### config.mk
export PLATFORM = sky130hd
export DESIGN_NAME = radix_integer_parse_core
export DESIGN_NICKNAME = d
export VERILOG_FILES = /design/src/rip_pkg.sv /design/src/radix_integer_parse_core.sv
export SDC_FILE = /design/constraint.sdc
export NUM_CORES = 1
export LEC_CHECK = 0
export BUFFER_PORTS_ARGS = -buffer_cell sky130_fd_sc_hd__buf_2
export CORE_ASPECT_RATIO = 2
export CORE_MARGIN = 2
export CORE_UTILIZATION = 35
export CTS_BUF_LIST = sky130_fd_sc_hd__clkbuf_16
export DETAILED_ROUTE_END_ITERATION = 6
export GPL_ROUTABILITY_DRIVEN = 0
export GPL_TIMING_DRIVEN = 0
export HOLD_SLACK_MARGIN = 0.03
export PLACE_DENSITY = 0.5
export SYNTH_ARGS = -nofsm -noshare
export SYNTH_HDL_FRONTEND = slang
export SYNTH_SLANG_ARGS = --single-unit
### constraint.sdc
create_clock -name clk -period 30.4 [get_ports clk]
set_clock_uncertainty 0.1 [all_clocks]
set_input_delay 4.56 -clock clk [delete_from_list [all_inputs] [get_ports clk]]
set_output_delay 4.56 -clock clk [all_outputs]
set_load 0.01 [all_outputs]
### src/rip_pkg.sv
package rip_pkg;

  localparam int OffsetBits = 16;
  localparam int ValueBits  = 64;
  localparam int RadixBits  = 6;
  localparam int CharBits   = 8;

  localparam logic [OffsetBits-1:0] OffMax = {OffsetBits{1'b1}};

  localparam logic [CharBits-1:0] ChNul   = 8'h00;
  localparam logic [CharBits-1:0] ChSpace = 8'h20;
  localparam logic [CharBits-1:0] ChTab   = 8'h09;
  localparam logic [CharBits-1:0] ChCr    = 8'h0D;
  localparam logic [CharBits-1:0] ChPlus  = 8'h2B;
  localparam logic [CharBits-1:0] ChMinus = 8'h2D;
  localparam logic [CharBits-1:0] ChZero  = 8'h30;
  localparam logic [CharBits-1:0] ChNine  = 8'h39;
  localparam logic [CharBits-1:0] ChUpA   = 8'h41;
  localparam logic [CharBits-1:0] ChUpZ   = 8'h5A;
  localparam logic [CharBits-1:0] ChLoA   = 8'h61;
  localparam logic [CharBits-1:0] ChLoZ   = 8'h7A;
  localparam logic [CharBits-1:0] ChUpX   = 8'h58;
  localparam logic [CharBits-1:0] ChLoX   = 8'h78;

  localparam logic [RadixBits-1:0] NoDigit  = 6'd36;
  localparam logic [RadixBits-1:0] Base8    = 6'd8;
  localparam logic [RadixBits-1:0] Base10   = 6'd10;
  localparam logic [RadixBits-1:0] Base16   = 6'd16;
  localparam logic [RadixBits-1:0] RadixMax = 6'd36;
  localparam logic [RadixBits-1:0] RadixOne = 6'd1;
  localparam logic [RadixBits-1:0] RadixAuto = 6'd0;

  // digit worth: 0-9, then letters 10..35, anything else 36
  function automatic logic [RadixBits-1:0] digit_of(input logic [CharBits-1:0] c);
    logic [CharBits-1:0] t;
    t = '0;
    if (c >= ChZero && c <= ChNine) begin
      t = c - ChZero;
      return t[RadixBits-1:0];
    end else if (c >= ChLoA && c <= ChLoZ) begin
      t = c - ChLoA + 8'd10;
      return t[RadixBits-1:0];
    end else if (c >= ChUpA && c <= ChUpZ) begin
      t = c - ChUpA + 8'd10;
      return t[RadixBits-1:0];
    end
    return NoDigit;
  endfunction

  function automatic logic is_blank(input logic [CharBits-1:0] c);
    return (c == ChSpace) || (c >= ChTab && c <= ChCr);
  endfunction

  function automatic logic [OffsetBits-1:0] sat_inc(input logic [OffsetBits-1:0] p);
    return (p == OffMax) ? p : p + 1'b1;
  endfunction

endpackage

### src/radix_integer_parse_core.sv
// Streaming string-to-integer parser (strtoul style). Characters arrive one
// beat per cycle on the char channel while char_ready is high and pass
// through a one-entry input register; the parse step (blank skip, sign,
// prefix detection and the 64-bit multiply-add of the accumulator by the
// base) is combinational from that register to the result register. A string
// is consumed at one character per clock while the result register is free;
// a result is registered when the character that ends the number is parsed.
// The limit on rate is the accumulator loop: one 64 x 6 multiply-add per
// character. radix is sampled when the first character after blanks and sign
// is parsed; write it only while no string is in flight.
module radix_integer_parse_core
  import rip_pkg::*;
(
  input  logic                  clk,
  input  logic                  rst,
  input  logic                  radix_we,
  input  logic [RadixBits-1:0]  radix,
  input  logic                  char_valid,
  output logic                  char_ready,
  input  logic [CharBits-1:0]   char_code,
  output logic                  result_valid,
  input  logic                  result_ready,
  output logic [ValueBits-1:0]  value,
  output logic [OffsetBits-1:0] end_offset
);

  typedef enum logic [2:0] {
    PH_SPACE, PH_SIGNED, PH_ZERO, PH_XPREFIX, PH_DIGITS, PH_DROP
  } phase_t;

  logic [RadixBits-1:0]  radix_reg;
  logic                  in_full;
  logic [CharBits-1:0]   in_char;

  phase_t                phase, phase_next;
  logic                  negative, negative_next;
  logic [RadixBits-1:0]  active_base, active_base_next;
  logic [ValueBits-1:0]  accumulator, accumulator_next;
  logic [OffsetBits-1:0] position, position_next;

  logic                  stop;
  logic [ValueBits-1:0]  stop_val;
  logic [OffsetBits-1:0] stop_off;
  logic                  step_fire;

  logic [RadixBits-1:0]  dig;
  logic [ValueBits-1:0]  mac;
  logic [OffsetBits-1:0] pos1;
  logic [RadixBits-1:0]  fix_base;
  logic                  bad_radix;

  assign dig       = digit_of(in_char);
  assign mac       = ValueBits'(accumulator * ValueBits'(active_base)) + ValueBits'(dig);
  assign pos1      = sat_inc(position);
  assign fix_base  = (radix_reg == RadixAuto) ? Base10 : radix_reg;
  assign bad_radix = (radix_reg == RadixOne) || (radix_reg > RadixMax);

  // step may fire when a result it makes has somewhere to go
  assign step_fire  = in_full && (!stop || !result_valid || result_ready);
  assign char_ready = !in_full || step_fire;

  always_comb begin
    phase_next       = phase;
    negative_next    = negative;
    active_base_next = active_base;
    accumulator_next = accumulator;
    position_next    = position;
    stop             = 1'b0;
    stop_val         = '0;
    stop_off         = '0;

    case (phase)
      PH_SPACE, PH_SIGNED: begin
        if (phase == PH_SPACE && in_char == ChNul) begin
          stop = 1'b1;
        end else if (phase == PH_SPACE && is_blank(in_char)) begin
          position_next = pos1;
        end else if (phase == PH_SPACE && (in_char == ChPlus || in_char == ChMinus)) begin
          negative_next = (in_char == ChMinus);
          phase_next    = PH_SIGNED;
          position_next = pos1;
        end else if (bad_radix) begin
          stop = 1'b1;
        end else if (in_char == ChZero &&
                     (radix_reg == RadixAuto || radix_reg == Base16)) begin
          active_base_next = (radix_reg == RadixAuto) ? Base8 : Base16;
          accumulator_next = '0;
          phase_next       = PH_ZERO;
          position_next    = pos1;
        end else if (dig >= fix_base) begin
          stop = 1'b1;
        end else begin
          active_base_next = fix_base;
          accumulator_next = ValueBits'(dig);
          phase_next       = PH_DIGITS;
          position_next    = pos1;
        end
      end
      PH_ZERO, PH_DIGITS: begin
        if (phase == PH_ZERO && (in_char == ChLoX || in_char == ChUpX)) begin
          // offset stays on the 'x' in case no hex digit follows
          active_base_next = Base16;
          phase_next       = PH_XPREFIX;
        end else if (dig < active_base) begin
          accumulator_next = mac;
          position_next    = pos1;
        end else begin
          stop     = 1'b1;
          stop_val = negative ? ValueBits'(0) - accumulator : accumulator;
          stop_off = position;
        end
      end
      PH_XPREFIX: begin
        if (dig >= Base16) begin
          stop     = 1'b1;
          stop_off = position;
        end else begin
          accumulator_next = mac;
          position_next    = sat_inc(pos1);
          phase_next       = PH_DIGITS;
        end
      end
      PH_DROP: begin
        // wait for the NUL
      end
      default: begin
        phase_next = PH_DROP;
      end
    endcase

    if (stop) phase_next = PH_DROP;
    if ((stop || phase == PH_DROP) && in_char == ChNul) begin
      phase_next       = PH_SPACE;
      negative_next    = 1'b0;
      active_base_next = '0;
      accumulator_next = '0;
      position_next    = '0;
    end
  end

  always_ff @(posedge clk) begin
    if (rst) begin
      radix_reg    <= RadixAuto;
      in_full      <= 1'b0;
      result_valid <= 1'b0;
      phase        <= PH_SPACE;
      negative     <= 1'b0;
      active_base  <= '0;
      accumulator  <= '0;
      position     <= '0;
    end else begin
      if (radix_we) radix_reg <= radix;

      if (char_valid && char_ready) begin
        in_full <= 1'b1;
        in_char <= char_code;
      end else if (step_fire) begin
        in_full <= 1'b0;
      end

      if (step_fire && stop) begin
        result_valid <= 1'b1;
        value        <= stop_val;
        end_offset   <= stop_off;
      end else if (result_ready) begin
        result_valid <= 1'b0;
      end

      if (step_fire) begin
        phase       <= phase_next;
        negative    <= negative_next;
        active_base <= active_base_next;
        accumulator <= accumulator_next;
        position    <= position_next;
      end
    end
  end

endmodule

==> results.tsv <==
stage	metric	value	unit
logic_synthesis	yosys.area_share.simple	20.2	%
drt	drtIter0Drc	1303	
worst_setup_path	start_kind	flip-flop	
worst_setup_path	crit_path_end_kind	primary output	
drt	wl_per_cell	20.3	µm
logic_synthesis	synthAdderAreaFrac	30.0	%
grt	grt_pass1_wl	117000	µm
cts	cts_root_buf	clkbuf_16	
power	finalPower	673	µW
logic_synthesis	netlist_area	0.0223	mm²
sta	rsz0062_at_grt	no	
grt	grt.total_usage	23.0	%
worst_setup_path	arrival	5.83	ns
sta	hold_viol_final	0	
drt	vias	19600	
cts	post-cts-setup-buffers	0	
die	start_util	35.2	%
sta	fmax	0.0953	GHz
job	maxCapViolations	0	
logic_synthesis	synth_top_area_share	21.5	%
drt	avgViaCountPerCell	5.36	
worst_setup_path	critPathMaxFanout	8	
logic_synthesis	synth_ff_type	dfxtp_1	
logic_synthesis	synthDistinctLibCells	91	
die	die_h	361	µm
power	p_per_area	27.4	mW/mm²
worst_setup_path	slowest_stage	clkbuf_1	
logic_synthesis	yosysWarningCount	0	
finish	area_growth	9.88	%
logic_synthesis	yosysTopAreaCell	fa_1	
die	fp.dieW	183	µm
cts	cts_made_buffers	17	
worst_hold_path	min_path_type	reg -> reg	
grt	antenna_found_initial	0	
worst_setup_path	cp_data_required_time	25.74	ns
worst_setup_path	path_cells	inv_1 -> ha_1 -> or4b_1 -> a311oi_1 -> o32ai_2 -> a21oi_1 -> nor2_1 -> a21oi_1 -> inv_1 -> ha_1 -> a21o_1 -> a21o_1 -> a21o_1 -> nor3b_1 -> a211o_1 -> clkbuf_1 -> a31oi_1 -> nand2_1 -> buf_2	
finish	fin_util	38.7	%
power	worst_ir_drop_vdd	0.0444	mV
finish	nNetsFinal	3250	
sta	maxSlewHeadroom	10.0	%
logic_synthesis	syn_area_per_cell	8.23	µm²
logic_synthesis	synthArstFlopShare	0	%
cts	insertion_delay	0.50	ns
worst_setup_path	max_stage_delay	0.61	ns
worst_setup_path	critical_path_class	reg -> out	
logic_synthesis	synth-compound-area-share	14.6	%
logic_synthesis	ys_seq_elements	186	
finish	num_antenna_cells	0	
drt	dr.pass1.iters	5	
grt	grt_pass1_vias	19800	
cts	hold_buffers	0	
sta	finalSetupTns	0	ns
cts	clock-sinks	186	
logic_synthesis	synth_top_family_by_area	adder cells	
cts	path_clk_slew	0.09	ns
placement	numPortBuffers	99	
power	p_leak	0.0113	µW
cts	cts_htree_levels	4	
sta	maxSlewViolCount	0	
cts	cts_tree	built	
die	io_pins	101	
placement	dp_hpwl	58800	µm
sta	worstMarginPinSlew	1.35	ns
die	design.core.area	0.0634	mm²
sta	finalSetupViolations	0	
grt	grt_max_degree	21	
logic_synthesis	synth-seq-area-share	20.6	%
cts	cts_buffer_depth	2	
logic_synthesis	syn_nets	3124	
drt	antenna_left	0	
grt	overflow	0	
finish	drive_gt1_share	6.62	%
sta	fin_crit_sh	34.5	%
logic_synthesis	synth_mux_area_share	0.784	%
die	placementRows	131	
status	status	finished clean	
logic_synthesis	synthXorXnorAreaFrac	5.33	%
drt	route.detailed.drc	0	
sta	fin_crit	10.49	ns
cts	post_cts_resized	0	
logic_synthesis	synth_cells	2714	
logic_synthesis	synth_edf_count	88	
finish	reg_top3	accumulator: 64 flops, value: 64 flops	
die	dieArea	0.0660	mm²
worst_setup_path	cp_common_cell	a21o_1	
drt	wirelength	74200	µm
logic_synthesis	synthTopCellsByArea	fa_1 22%, edfxtp_1 12%, dfxtp_1 8.8%	
[placed cells by master (no fill, tap or decap), drive strengths merged, types with 14 or more instances in the layout]
cell	instances
nand2	501
inv	317
fa	240
clkbuf	178
nor2	173
a21oi	154
ha	151
buf	135
dfxtp	98
edfxtp	88
o21ai	88
nand3	80
xor2	77
xnor2	59
a21o	46
nor3	38
and2	36
o31ai	33
nand4	26
or3	23
nand2b	21
o21a	20
and3	18
o21bai	15
nor4	15
a211oi	14
[logic make-up (layout without fill, tap and decap cells)]
| family | Yosys count | in the layout |
|---|---|---|
| AND/OR/NAND/NOR | 994 | 994 |
| buffers and inverters | 499 | 638 |
| AO/OA/AOI/OAI | 491 | 491 |
| adder cells (fa/ha/maj) | 391 | 391 |
| flip-flops | 186 | 186 |
| XOR/XNOR | 136 | 136 |
| multiplexers | 17 | 17 |
[stage by stage]
| stage | instance area [µm²] | std cells | hold slack [ns] | worst slack [ns] |
|---|---|---|---|---|
| final | 24600 | 3651 | 0.441 | 19.91 |
| after CTS | 24600 | 3651 | 0.447 | 19.81 |
| after floorplan | 22300 | 2714 | 0.380 | 19.29 |
| after global routing | 24600 | 3651 | 0.484 | 19.51 |
| after detailed placement | 23900 | 3619 | 0.429 | 20.36 |
| after global placement | 23800 | 3611 | 0.412 | 14.88 |
[metal layers]
metal  global-route usage (%)  wire length [µm]  up-vias
met1                     30.5             32600     9641
met4                     9.17              2850        0
met2                     38.6             35800      564
li1                         -                 -     9245
met5                        0                 0        -
met3                     1.97              2990      124
[report_power, final]
part / internal [µW] / switching (µW) / total [µW] / leakage [µW]
Combinational: 36.3 / 110 / 146 / 0.00934
Sequential: 270 / 5.19 / 275 / 0.00168
Clock: 120 / 132 / 251 / 0.000300
Total: 426 / 247 / 673 / 0.0113
[critical path, delay by kind of cell (launching register included)]
kind	cells	cell delay [ns]
AND/OR/NAND/NOR	4	1.07
adder cells (fa/ha/maj)	2	0.54
buffers and inverters	4	1.07
flip-flops	1	0.54
AO/OA/AOI/OAI	9	2.14
[final cells by class]
cell class                 instances  area (µm²)
multi-input combinational       2029       15800
clock inverter                    15         201
inverter                         310        1160
sequential                       186        4600
fill                            6680       38900
clock buffer                      17         425
tap                              798         998
buffer                           189         753
timing repair buffer             107         578
[final timing paths]
check                                     from               to  slack, ns  cells after the start
worst min register to register    radix_reg[4]     radix_reg[4]       0.44                      2
worst max-delay path                in_char[0]       char_ready      19.91                     19
worst max register to register  active_base[3]  accumulator[58]      21.92                     20
worst min-delay path              radix_reg[4]     radix_reg[4]       0.44                      2
[synthesized netlist by cell type, types with 23 or more instances]
library cell and instances:
nor2_1 173, inv_1 310, clkbuf_1 161, a21o_1 46, edfxtp_1 88, fa_1 240
nand4_1 26, xnor2_1 59, o31ai_1 32, ha_1 151, nor3_1 37, o21ai_0 84
and2_1 35, xor2_1 77, dfxtp_1 98, a21oi_1 154, nand3_1 79, nand2_1 501
or3_1 23
No activity file was read; power rests on OpenSTA's default activity.
